**src/rtl/core/flux_code_to_mfm_expander_assert.svh**
```systemverilog
// Assertion macros shared by the expander RTL.
`ifndef FLUX_CODE_TO_MFM_EXPANDER_ASSERT_SVH
`define FLUX_CODE_TO_MFM_EXPANDER_ASSERT_SVH

`ifndef NO_ASSERTIONS
`define FC2MFM_ASSERT_IMP(label, clk, rst, ante, cons) \
   label: assert property (@(posedge clk) disable iff (rst) (ante) |-> (cons)) \
      else $error("fc2mfm: same-cycle check failed");
`define FC2MFM_ASSERT_NXT(label, clk, rst, ante, cons) \
   label: assert property (@(posedge clk) disable iff (rst) (ante) |=> (cons)) \
      else $error("fc2mfm: next-cycle check failed");
`else
`define FC2MFM_ASSERT_IMP(label, clk, rst, ante, cons)
`define FC2MFM_ASSERT_NXT(label, clk, rst, ante, cons)
`endif

`endif

```
**src/rtl/core/fc2mfm_pkg.sv**
```systemverilog
package fc2mfm_pkg;

   localparam int CodeWidth  = 8;
   localparam int CountWidth = 14;

   // Interval code that ends the track.
   localparam logic [1:0] CODE_END = 2'd0;

   localparam logic [CountWidth-1:0] LIMIT_RESET = 14'd13888;

   typedef struct packed {
      logic [CountWidth-1:0] byte_count;
      logic                  track_done;
      logic                  last_of_item;
      logic                  byte_valid;
      logic [7:0]            data_byte;
   } rsp_type;

endpackage

```
**src/rtl/core/flux_code_to_mfm_expander.sv**
```systemverilog
// Channel  | Beat fields                                   | Direction
// req_     | tdata: code_byte; tuser: first_of_track;     | in
//          | tlast: last_of_input                          |
// rsp_     | tdata: data_byte, byte_count; tuser:          | out
//          | byte_valid, track_done; tlast: last_of_item   |
// csr_     | wr_data: output_limit                         | in
//
// An accepted beat is held in an input register; the whole expansion of its four
// codes is computed combinationally from there and written into a two-entry result buffer.
// A beat with one or no result moves on every cycle while the result port accepts; a beat
// with two results holds off the next beat while the single result port drains the buffer.
// An accepted beat passes the input register and then the result buffer before its first result shows.
// Synchronous reset clears the track state and sets the limit to 13888.
// A stalled result port holds the input register, which then holds req_tready low.
`include "flux_code_to_mfm_expander_assert.svh"

module flux_code_to_mfm_expander (
   input  logic        clock,
   input  logic        reset,
   input  logic        req_tvalid,
   output logic        req_tready,
   input  logic [7:0]  req_tdata,   // [7:0] code_byte
   input  logic        req_tuser,   // [0] first_of_track
   input  logic        req_tlast,
   output logic        rsp_tvalid,
   input  logic        rsp_tready,
   output logic [23:0] rsp_tdata,   // [7:0] data_byte, [21:8] byte_count, [23:22] zero
   output logic [1:0]  rsp_tuser,   // [0] byte_valid, [1] track_done
   output logic        rsp_tlast,
   input  logic        csr_wr_en,
   input  logic [13:0] csr_wr_data
);

   localparam int CW = fc2mfm_pkg::CountWidth;

   // Input register.
   logic                  in_valid_ff, in_valid_in;
   logic [7:0]            in_code_ff, in_code_in;
   logic                  in_first_ff, in_first_in;
   logic                  in_last_ff, in_last_in;

   // Track state.
   logic [6:0]            pend_bits_ff, pend_bits_in;
   logic [2:0]            pend_cnt_ff, pend_cnt_in;
   logic [CW-1:0]         count_ff, count_in;
   logic                  finished_ff, finished_in;
   logic [CW-1:0]         limit_ff, limit_in;

   // Result buffer; slot 0 is the head.
   fc2mfm_pkg::rsp_type   slot_ff [2];
   fc2mfm_pkg::rsp_type   slot_in [2];
   logic [1:0]            occ_ff, occ_in;

   logic                  pop, fire;
   logic [6:0]            pend_eff;
   logic [2:0]            cnt_eff;
   logic [CW-1:0]         count_eff;
   logic                  finished_eff;
   logic [22:0]           stream;
   logic [4:0]            total;
   logic                  term;
   logic [1:0]            nav, nb, nres;
   logic [7:0]            byte0, byte1;
   logic [CW-1:0]         cnt1, cnt2;
   logic                  hit1, hit2, ended;
   logic [2:0]            rem_cnt;
   logic [6:0]            rem_bits;
   fc2mfm_pkg::rsp_type   res0, res1;

   assign pop  = (occ_ff != 2'd0) && rsp_tready;
   // A beat is expanded only when the buffer will be empty after this cycle.
   assign fire = in_valid_ff && ((occ_ff == 2'd0) || ((occ_ff == 2'd1) && rsp_tready));
   assign req_tready = !in_valid_ff || fire;

   assign pend_eff     = in_first_ff ? 7'd0 : pend_bits_ff;
   assign cnt_eff      = in_first_ff ? 3'd0 : pend_cnt_ff;
   assign count_eff    = in_first_ff ? '0 : count_ff;
   assign finished_eff = finished_ff && !in_first_ff;

   // Append the interval bits up to the first terminator, pending bits first.
   always_comb begin
      logic [1:0] code;
      logic [2:0] len;
      stream = {16'd0, pend_eff};
      total  = {2'd0, cnt_eff};
      term   = 1'b0;
      for (int i = 0; i < 4; i++) begin
         code = 2'(in_code_ff >> (6 - 2 * i));
         len  = {1'b0, code} + 3'd1;
         if (!term) begin
            if (code == fc2mfm_pkg::CODE_END) begin
               term = 1'b1;
            end else begin
               stream = (stream << len) | 23'd1;
               total  = total + 5'(len);
            end
         end
      end
   end

   assign nav   = total[4:3];
   assign byte0 = 8'(stream >> (total - 5'd8));
   assign byte1 = 8'(stream >> (total - 5'd16));
   assign cnt1  = count_eff + 14'd1;
   assign cnt2  = count_eff + 14'd2;
   // Reaching the limit on the first byte drops everything after it.
   assign hit1  = (nav != 2'd0) && (cnt1 >= limit_ff);
   assign hit2  = (nav == 2'd2) && !hit1 && (cnt2 >= limit_ff);
   assign nb    = hit1 ? 2'd1 : nav;
   assign ended = term || in_last_ff || hit1 || hit2;

   assign rem_cnt  = total[2:0];
   assign rem_bits = stream[6:0] & 7'((8'd1 << rem_cnt) - 8'd1);

   always_comb begin
      if (finished_eff) begin
         nres = 2'd0;
      end else if (nb == 2'd0) begin
         nres = ended ? 2'd1 : 2'd0;
      end else begin
         nres = nb;
      end
   end

   always_comb begin
      if (nb == 2'd0) begin
         res0.data_byte    = 8'd0;
         res0.byte_valid   = 1'b0;
         res0.last_of_item = 1'b1;
         res0.track_done   = 1'b1;
         res0.byte_count   = count_eff;
      end else begin
         res0.data_byte    = byte0;
         res0.byte_valid   = 1'b1;
         res0.last_of_item = (nb == 2'd1);
         res0.track_done   = (nb == 2'd1) && ended;
         res0.byte_count   = cnt1;
      end
      res1.data_byte    = byte1;
      res1.byte_valid   = 1'b1;
      res1.last_of_item = 1'b1;
      res1.track_done   = ended;
      res1.byte_count   = cnt2;
   end

   always_comb begin
      in_valid_in  = in_valid_ff;
      in_code_in   = in_code_ff;
      in_first_in  = in_first_ff;
      in_last_in   = in_last_ff;
      pend_bits_in = pend_bits_ff;
      pend_cnt_in  = pend_cnt_ff;
      count_in     = count_ff;
      finished_in  = finished_ff;
      limit_in     = csr_wr_en ? csr_wr_data : limit_ff;
      slot_in      = slot_ff;
      occ_in       = occ_ff;

      if (fire) begin
         in_valid_in = 1'b0;
         pend_bits_in = pend_eff;
         pend_cnt_in  = cnt_eff;
         count_in     = count_eff;
         finished_in  = finished_eff;
         if (!finished_eff) begin
            pend_bits_in = ended ? 7'd0 : rem_bits;
            pend_cnt_in  = ended ? 3'd0 : rem_cnt;
            count_in     = count_eff + 14'(nb);
            finished_in  = ended;
         end
         slot_in[0] = res0;
         slot_in[1] = res1;
         occ_in     = nres;
      end else if (pop) begin
         slot_in[0] = slot_ff[1];
         occ_in     = occ_ff - 2'd1;
      end

      if (req_tvalid && req_tready) begin
         in_valid_in = 1'b1;
         in_code_in  = req_tdata;
         in_first_in = req_tuser;
         in_last_in  = req_tlast;
      end
   end

   always_ff @(posedge clock) begin
      if (reset) begin
         in_valid_ff  <= 1'b0;
         pend_bits_ff <= 7'd0;
         pend_cnt_ff  <= 3'd0;
         count_ff     <= '0;
         finished_ff  <= 1'b0;
         limit_ff     <= fc2mfm_pkg::LIMIT_RESET;
         occ_ff       <= 2'd0;
      end else begin
         in_valid_ff  <= in_valid_in;
         pend_bits_ff <= pend_bits_in;
         pend_cnt_ff  <= pend_cnt_in;
         count_ff     <= count_in;
         finished_ff  <= finished_in;
         limit_ff     <= limit_in;
         occ_ff       <= occ_in;
      end
   end

   always_ff @(posedge clock) begin
      in_code_ff  <= in_code_in;
      in_first_ff <= in_first_in;
      in_last_ff  <= in_last_in;
      slot_ff     <= slot_in;
   end

   assign rsp_tvalid = (occ_ff != 2'd0);
   assign rsp_tdata  = {2'd0, slot_ff[0].byte_count, slot_ff[0].data_byte};
   assign rsp_tuser  = {slot_ff[0].track_done, slot_ff[0].byte_valid};
   assign rsp_tlast  = slot_ff[0].last_of_item;

   `FC2MFM_ASSERT_IMP(a_fire_into_empty, clock, reset, fire,
      (occ_ff == 2'd0) || ((occ_ff == 2'd1) && rsp_tready))
   `FC2MFM_ASSERT_NXT(a_pair_follows, clock, reset, fire && (nres == 2'd2),
      rsp_tvalid && !rsp_tlast && (occ_ff == 2'd2))
   `FC2MFM_ASSERT_IMP(a_partial_has_partner, clock, reset, rsp_tvalid && !rsp_tlast,
      occ_ff == 2'd2)
   `FC2MFM_ASSERT_IMP(a_finished_silent, clock, reset, fire && finished_eff,
      nres == 2'd0)
   `FC2MFM_ASSERT_IMP(a_done_is_last, clock, reset, rsp_tvalid && rsp_tuser[1],
      rsp_tlast)

endmodule
```
**config.mk**
```make
export PLATFORM = sky130hd
export DESIGN_NAME = flux_code_to_mfm_expander
export DESIGN_NICKNAME = d
export VERILOG_FILES = /design/src/rtl/core/fc2mfm_pkg.sv /design/src/rtl/core/flux_code_to_mfm_expander.sv
export VERILOG_INCLUDE_DIRS = /design/src /design/src/rtl/core
export SDC_FILE = /design/constraint.sdc
export NUM_CORES = 1
export LEC_CHECK = 0
export ABC_AREA = 0
export BUFFER_PORTS_ARGS = -buffer_cell sky130_fd_sc_hd__buf_2
export CORE_ASPECT_RATIO = 1.2
export CORE_UTILIZATION = 30
export CTS_BUF_LIST = sky130_fd_sc_hd__clkbuf_4
export DETAILED_ROUTE_END_ITERATION = 10
export PLACE_DENSITY = 0.46
export SLEW_MARGIN = 20
export SYNTH_ARGS = -nofsm -noshare
export SYNTH_HDL_FRONTEND = slang
export SYNTH_SLANG_ARGS = --single-unit
```
**constraint.sdc**
```tcl
create_clock -name clock -period 10.7 [get_ports clock]
set_input_delay 1.07 -clock clock [delete_from_list [all_inputs] [get_ports clock]]
set_output_delay 1.07 -clock clock [all_outputs]
set_load 0.005 [all_outputs]
```
Word level (Yosys, flattened, before mapping)
Cells that the tools add are included.
{"block": "word_totals", "ff_bits": 100, "ram_bits": 0, "mem_count": 0, "in_bits": 29, "rom_bits": 0, "latchBits": 0, "word_cells": 114, "output_inout_bits": 29}
{"block": "op_classes", "n_eq_ne": 3, "shifts": 7, "order_cmp": 2, "mux": 41, "n_div": 0, "mul": 0, "add_sub_neg": 15, "reduce_logical": 27, "n_bitwise": 1}
{"op": "$mux 23", "count": 7}
{"op": "$mux 25", "count": 3}
{"op": "$shl 23x3->23", "count": 3}
{"op": "$shr 23x5->8", "count": 2}
{"op": "$mux 5", "count": 7}
{"op": "$ge 14x14->1", "count": 2}
{"op": "$mux 14", "count": 2}
{"op": "$shl 7x3->23", "count": 1}
{"op": "$mux 7", "count": 3}
{"op": "$add 5x3->5", "count": 3}
{"op": "$add 14x1->14 const B", "count": 1}
{"op": "$add 14x2->14", "count": 1}
{"op": "$add 14x2->14 const B", "count": 1}
{"op": "$add 2x1->3 const B", "count": 4}
{"op": "$logic_not 2->1", "count": 6}
{"op": "$mux 1", "count": 11}
{"op": "$mux 2", "count": 5}
{"op": "$logic_and 1x1->1", "count": 9}
{"op": "$mux 3", "count": 3}
{"op": "$reduce_bool 2->1", "count": 4}
{"op": "$and 7x7->7", "count": 1}
{"op": "$shl 1x3->7 const A", "count": 1}
{"op": "$sub 7x1->7 const B", "count": 1}
{"op": "$logic_or 1x1->1", "count": 5}
{"op": "other kinds (7)", "count": 10}

Longest topological paths before layout
{"block": "depth", "word_depth": 22, "depth_mapped": 39, "ltp_nobuf": 32}

Least setup slack after synthesis
Ideal clock, no wire load.
{"block": "synth_path", "path_kind": "flip-flop to flip-flop", "from": "register in_code_ff[6]", "to": "register count_ff[10]", "arrival_time_ps": 7993, "slack_ps": 2636, "t_required_ps": 10630, "synth_period_minus_slack_ps": 8064, "stages_incl_launch_ff": 38, "setup_time_ps": 70, "n_path_buf": 9, "path_cell_list": "edfxtp_1 > buf_4 > buf_6 > buf_6 > inv_1 > ha_1 > buf_2 > clkbuf_1 > buf_2 > buf_2 > buf_1 > nand2_1 > o21ai_0 > inv_1 > fa_1 > nor2_1 > a21oi_1 > o21a_1 > [... 2 more ...] > ha_1 > a21o_1 > a21oi_1 > nor2_1 > xor2_1 > clkinv_1 > clkbuf_1 > ha_1 > a211oi_1 > nand2b_1 > ha_1 > inv_1 > fa_1 > nor4_1 > and3_1 > nand3_1 > or4_1 > a21oi_1"}
{"block": "synth_between", "elab_chain_cells": 17, "elab_cells_between_ends": 21, "cone_classes": "add/sub (6); mux (12); reduce/logical (3)"}
{"item": "start, declared", "line_no": "flux_code_to_mfm_expander.sv:38", "text": "logic [7:0] in_code_ff, in_code_in;"}
{"item": "start signal, assigned", "line_no": "flux_code_to_mfm_expander.sv:208", "text": "in_code_ff <= in_code_in;"}
{"item": "$add 2x1->3", "line_no": "flux_code_to_mfm_expander.sv:89", "text": "len = {1'b0, code} + 3'd1;"}
{"item": "$add 3x3->4", "line_no": "flux_code_to_mfm_expander.sv:95", "text": "total = total + 5'(len);"}
{"item": "$mux 5", "line_no": "flux_code_to_mfm_expander.sv:91", "text": "if (code == fc2mfm_pkg::CODE_END) begin"}
{"item": "$add 5x3->5", "line_no": "flux_code_to_mfm_expander.sv:95"}
{"item": "$mux 5", "line_no": "flux_code_to_mfm_expander.sv:91"}
{"item": "$mux 5", "line_no": "flux_code_to_mfm_expander.sv:90", "text": "if (!term) begin"}
{"item": "$add 5x3->5", "line_no": "flux_code_to_mfm_expander.sv:95"}
{"item": "$mux 5", "line_no": "flux_code_to_mfm_expander.sv:91"}
{"item": "$mux 5", "line_no": "flux_code_to_mfm_expander.sv:90"}
{"item": "$add 5x3->5", "line_no": "flux_code_to_mfm_expander.sv:95"}
{"item": "$mux 5", "line_no": "flux_code_to_mfm_expander.sv:91"}
{"item": "$mux 5 (*)", "line_no": "flux_code_to_mfm_expander.sv:90"}
{"item": "$reduce_bool 2->1", "line_no": "flux_code_to_mfm_expander.sv:107", "text": "assign hit1 = (nav != 2'd0) && (cnt1 >= limit_ff);"}
{"item": "$logic_and 1x1->1", "line_no": "flux_code_to_mfm_expander.sv:107"}
{"item": "$mux 2 (*)", "line_no": "flux_code_to_mfm_expander.sv:109", "text": "assign nb = hit1 ? 2'd1 : nav;"}
{"item": "$add 14x2->14 (*)", "line_no": "flux_code_to_mfm_expander.sv:168", "text": "count_in = count_eff + 14'(nb);"}
{"item": "$mux 14 (*)", "line_no": "flux_code_to_mfm_expander.sv:165", "text": "if (!finished_eff) begin"}
{"item": "end signal, assigned", "line_no": "flux_code_to_mfm_expander.sv:200", "text": "count_ff <= count_in;"}
{"item": "end, declared", "line_no": "flux_code_to_mfm_expander.sv:45", "text": "logic [CW-1:0] count_ff, count_in;"}
Mark *: on every way between the ends. The rest lies on a longest branch, timed or not.
A chain may end at the register's enable or synchronous reset.

Worst setup path in the final report
Ends and elaborated chain as after synthesis.

==> results.cfg <==
[timing]
finalCriticalPeriod_ps = 8330
fin_crit_sh_pct = 77.9
setup_slack_ps = 2370
fmax_ghz = 0.120
clock_skew_ps = 35.1
hold_violations = 0
tightest_slew_ps = 1040
hold-worst-slack_ps = 470
rsz0062_at_grt = no
setup_viol = 0
relSlewSlack_pct = 30.3
slew_viol_final = 0
finalSetupTns_ps = 0

[min_path]
hp-class = reg2reg
min-delay-start = pend_cnt_ff[2]
hold-path-cell-count = 2

[clocking]
hold_buffers = 0
post-cts-setup-buffer-count = 0
clock-sinks = 100
cts_resized = 0
cts_root_buf = clkbuf_4
cts_made_buffers = 9
path_clk_slew_ps = 190
clockBufferDepth = 2
tritoncts = yes
clkLatencyLatePin_ps = 520
htreeDepth = 3

[floorplan]
die_w_um = 186
die_y_um = 223
rows = 80
core_area_um2 = 40000
dieArea_um2 = 41700
ios = 58
initial_utilization_pct = 30.6

[worst_setup_path]
cp_max_fo = 25
critPathMaxStageDelay_ps = 770
cp_slowest_cell = ha_1
reg2reg_slack_ps = 2370
end_kind = flop
cp.required_ps = 11160
criticalPathCategory = reg2reg
start_kind = flop
worstRegToRegCells = 33
reg2reg_from = in_code_ff[6]
cp_data_arrival_time_ps = 8800
path_common_cell = ha_1
startpoint = in_code_ff[6]

[layout]
nets = 1716
stdcell_area_um2 = 12900
syn_to_final_growth_pct = 5.58
final_layout_size_suffix_gt1_share_pct = 10.4
fillerInstances = 4404

[drt]
vias = 13300
vias_per_cell = 6.13
first_iter_violations = 1545
drcViolationCount = 0
wl_per_cell_um = 23.3
drtPass1Iterations = 6
ant_nets = 0
drt-total-wl_um = 50500

[global_route]
track_usage_pct = 23.7
antenna_found_initial = 1
grt_max_degree = 51
grt_pass1_wl_um = 76900
grt_pass1_vias = 12500
overflow = 0

[placement]
placed_area_um2 = 12800
io_buffers = 55
place_congestion = 0.940
pre_cts_slack_ps = 2460
hpwlAfterDp_um = 38900

[logic_synthesis]
ys_warn_count = 0
synth.avg_cell_area_um2 = 7.36
netlist_area_um2 = 12300
synthFlopType = edfxtp_1
synth_commonest_cells = nor2_1 (203), nand2_1 (181), a21oi_1 (110)
syn_inst = 1664
synthMostInstantiatedCell = nor2_1
netlist-cell-type-count = 108
ys_async_sr_fraction_pct = 0
ys_ff_latch = 100
synth_edf_count = 58
synth_top_area_share_pct = 14.2
synth.yosys.seq_area_share_pct = 21.1
synth_area_leader_cell = edfxtp_1
synth.area.top_cells = edfxtp_1 (14%), dfxtp_1 (6.9%), nor2_1 (6.2%)

[power]
pwr_density_cell_nw_per_um2 = 146
p_switching_w = 0.00101
leakagePower_nw = 4.81
pwr-share-seq_pct = 25.4
internal-power_w = 0.000886
swShare_pct = 53.2
p_comb_share_pct = 63.5
vdd_drop_max_uv = 61.2
p_clk_share_pct = 11.1

[run_status]
status = finished, final reports clean

[run]
maxCapViolCount = 0
-- sequential cells by signal, summed over array words and instances, names as in the netlist --
name / flops
pend_bits_ff: 7
rsp_tdata: 22
limit_ff: 14
finished_ff: 1
in_last_ff: 1
in_first_ff: 1
rsp_tlast: 1
occ_ff: 2
slot_ff: 23
pend_cnt_ff: 3
count_ff: 14
in_valid_ff: 1
rsp_tuser: 2
in_code_ff: 8
-- placed cells by master, fill, tap and decap left out, types with 33 or more instances in the layout --
cell type    n
dfxtp_1     42
a211oi_1    33
o211ai_1    34
xor2_1      33
nand2_1    181
edfxtp_1    58
ha_1        57
a21oi_1    110
nor2_1     202
inv_1       60
o21ai_0     76
buf_2       55
nor3_1      52
nand3_1     71
-- cell families after synthesis --
group | Yosys count | synth area share, %
other cells | 1 | 0.0306
flops | 100 | 21.1
compound gates | 539 | 31.3
mux | 46 | 4.19
buf+inv | 203 | 7.48
xor+xnor | 55 | 3.93
fa+ha+maj | 62 | 6.56
simple gates | 658 | 25.5
-- per-stage QoR --
step,utilization [%],std cells,total power (W)
4_1_cts,32.3,2164,0.00188
3_5_place_dp,32.0,2148,0.00166
3_3_place_gp,32.0,2148,0.00167
6_report,32.3,2165,0.00189
5_1_grt,32.3,2165,0.00202
2_1_floorplan,-,1665,0.00133
-- final cells by class --
type                            count  area, um^2  area share (%)
Sequential cell                   100        2580            20.0
Antenna cell                        1        2.50          0.0193
Multi-Input combinational cell   1362        8780            67.9
Tap cell                          533         667            5.16
Timing Repair Buffer               87         515            3.99
Clock inverter                      7        67.6           0.522
Clock buffer                        9        67.6           0.522
Inverter                           66         248            1.92
-- layer usage --
layer  share of wire (%)  global-route usage [%]
met2                  48                    41.6
met1                  41                    28.9
met5                   0                       0
met3                 6.1                    2.58
met4                 4.6                    11.1
-- final timing paths --
check                                 endpoint
worst max-delay path              count_ff[10]
worst max register to register    count_ff[10]
worst min register to register  pend_cnt_ff[2]
worst min-delay path            pend_cnt_ff[2]
-- power groups by stage --
stage	Clock [W]	Sequential (W)	Combinational [W]
final	0.000210	0.000480	0.00120
after global routing	0.000234	0.000484	0.00130
after CTS	0.000221	0.000481	0.00118
after detailed placement	0	0.000489	0.00118
after global placement	0	0.000488	0.00118
after floorplan	0	0.000485	0.000841
-- worst max-delay path, delay by kind of cell (launching register included) --
family / cells / cell delay [ps]
compound gates: 6 / 1570
fa+ha+maj: 8 / 2960
xor+xnor: 4 / 630
buf+inv: 7 / 1060
simple gates: 8 / 1700
flops: 1 / 360
Note: power is estimated with default switching activity, not from simulation.
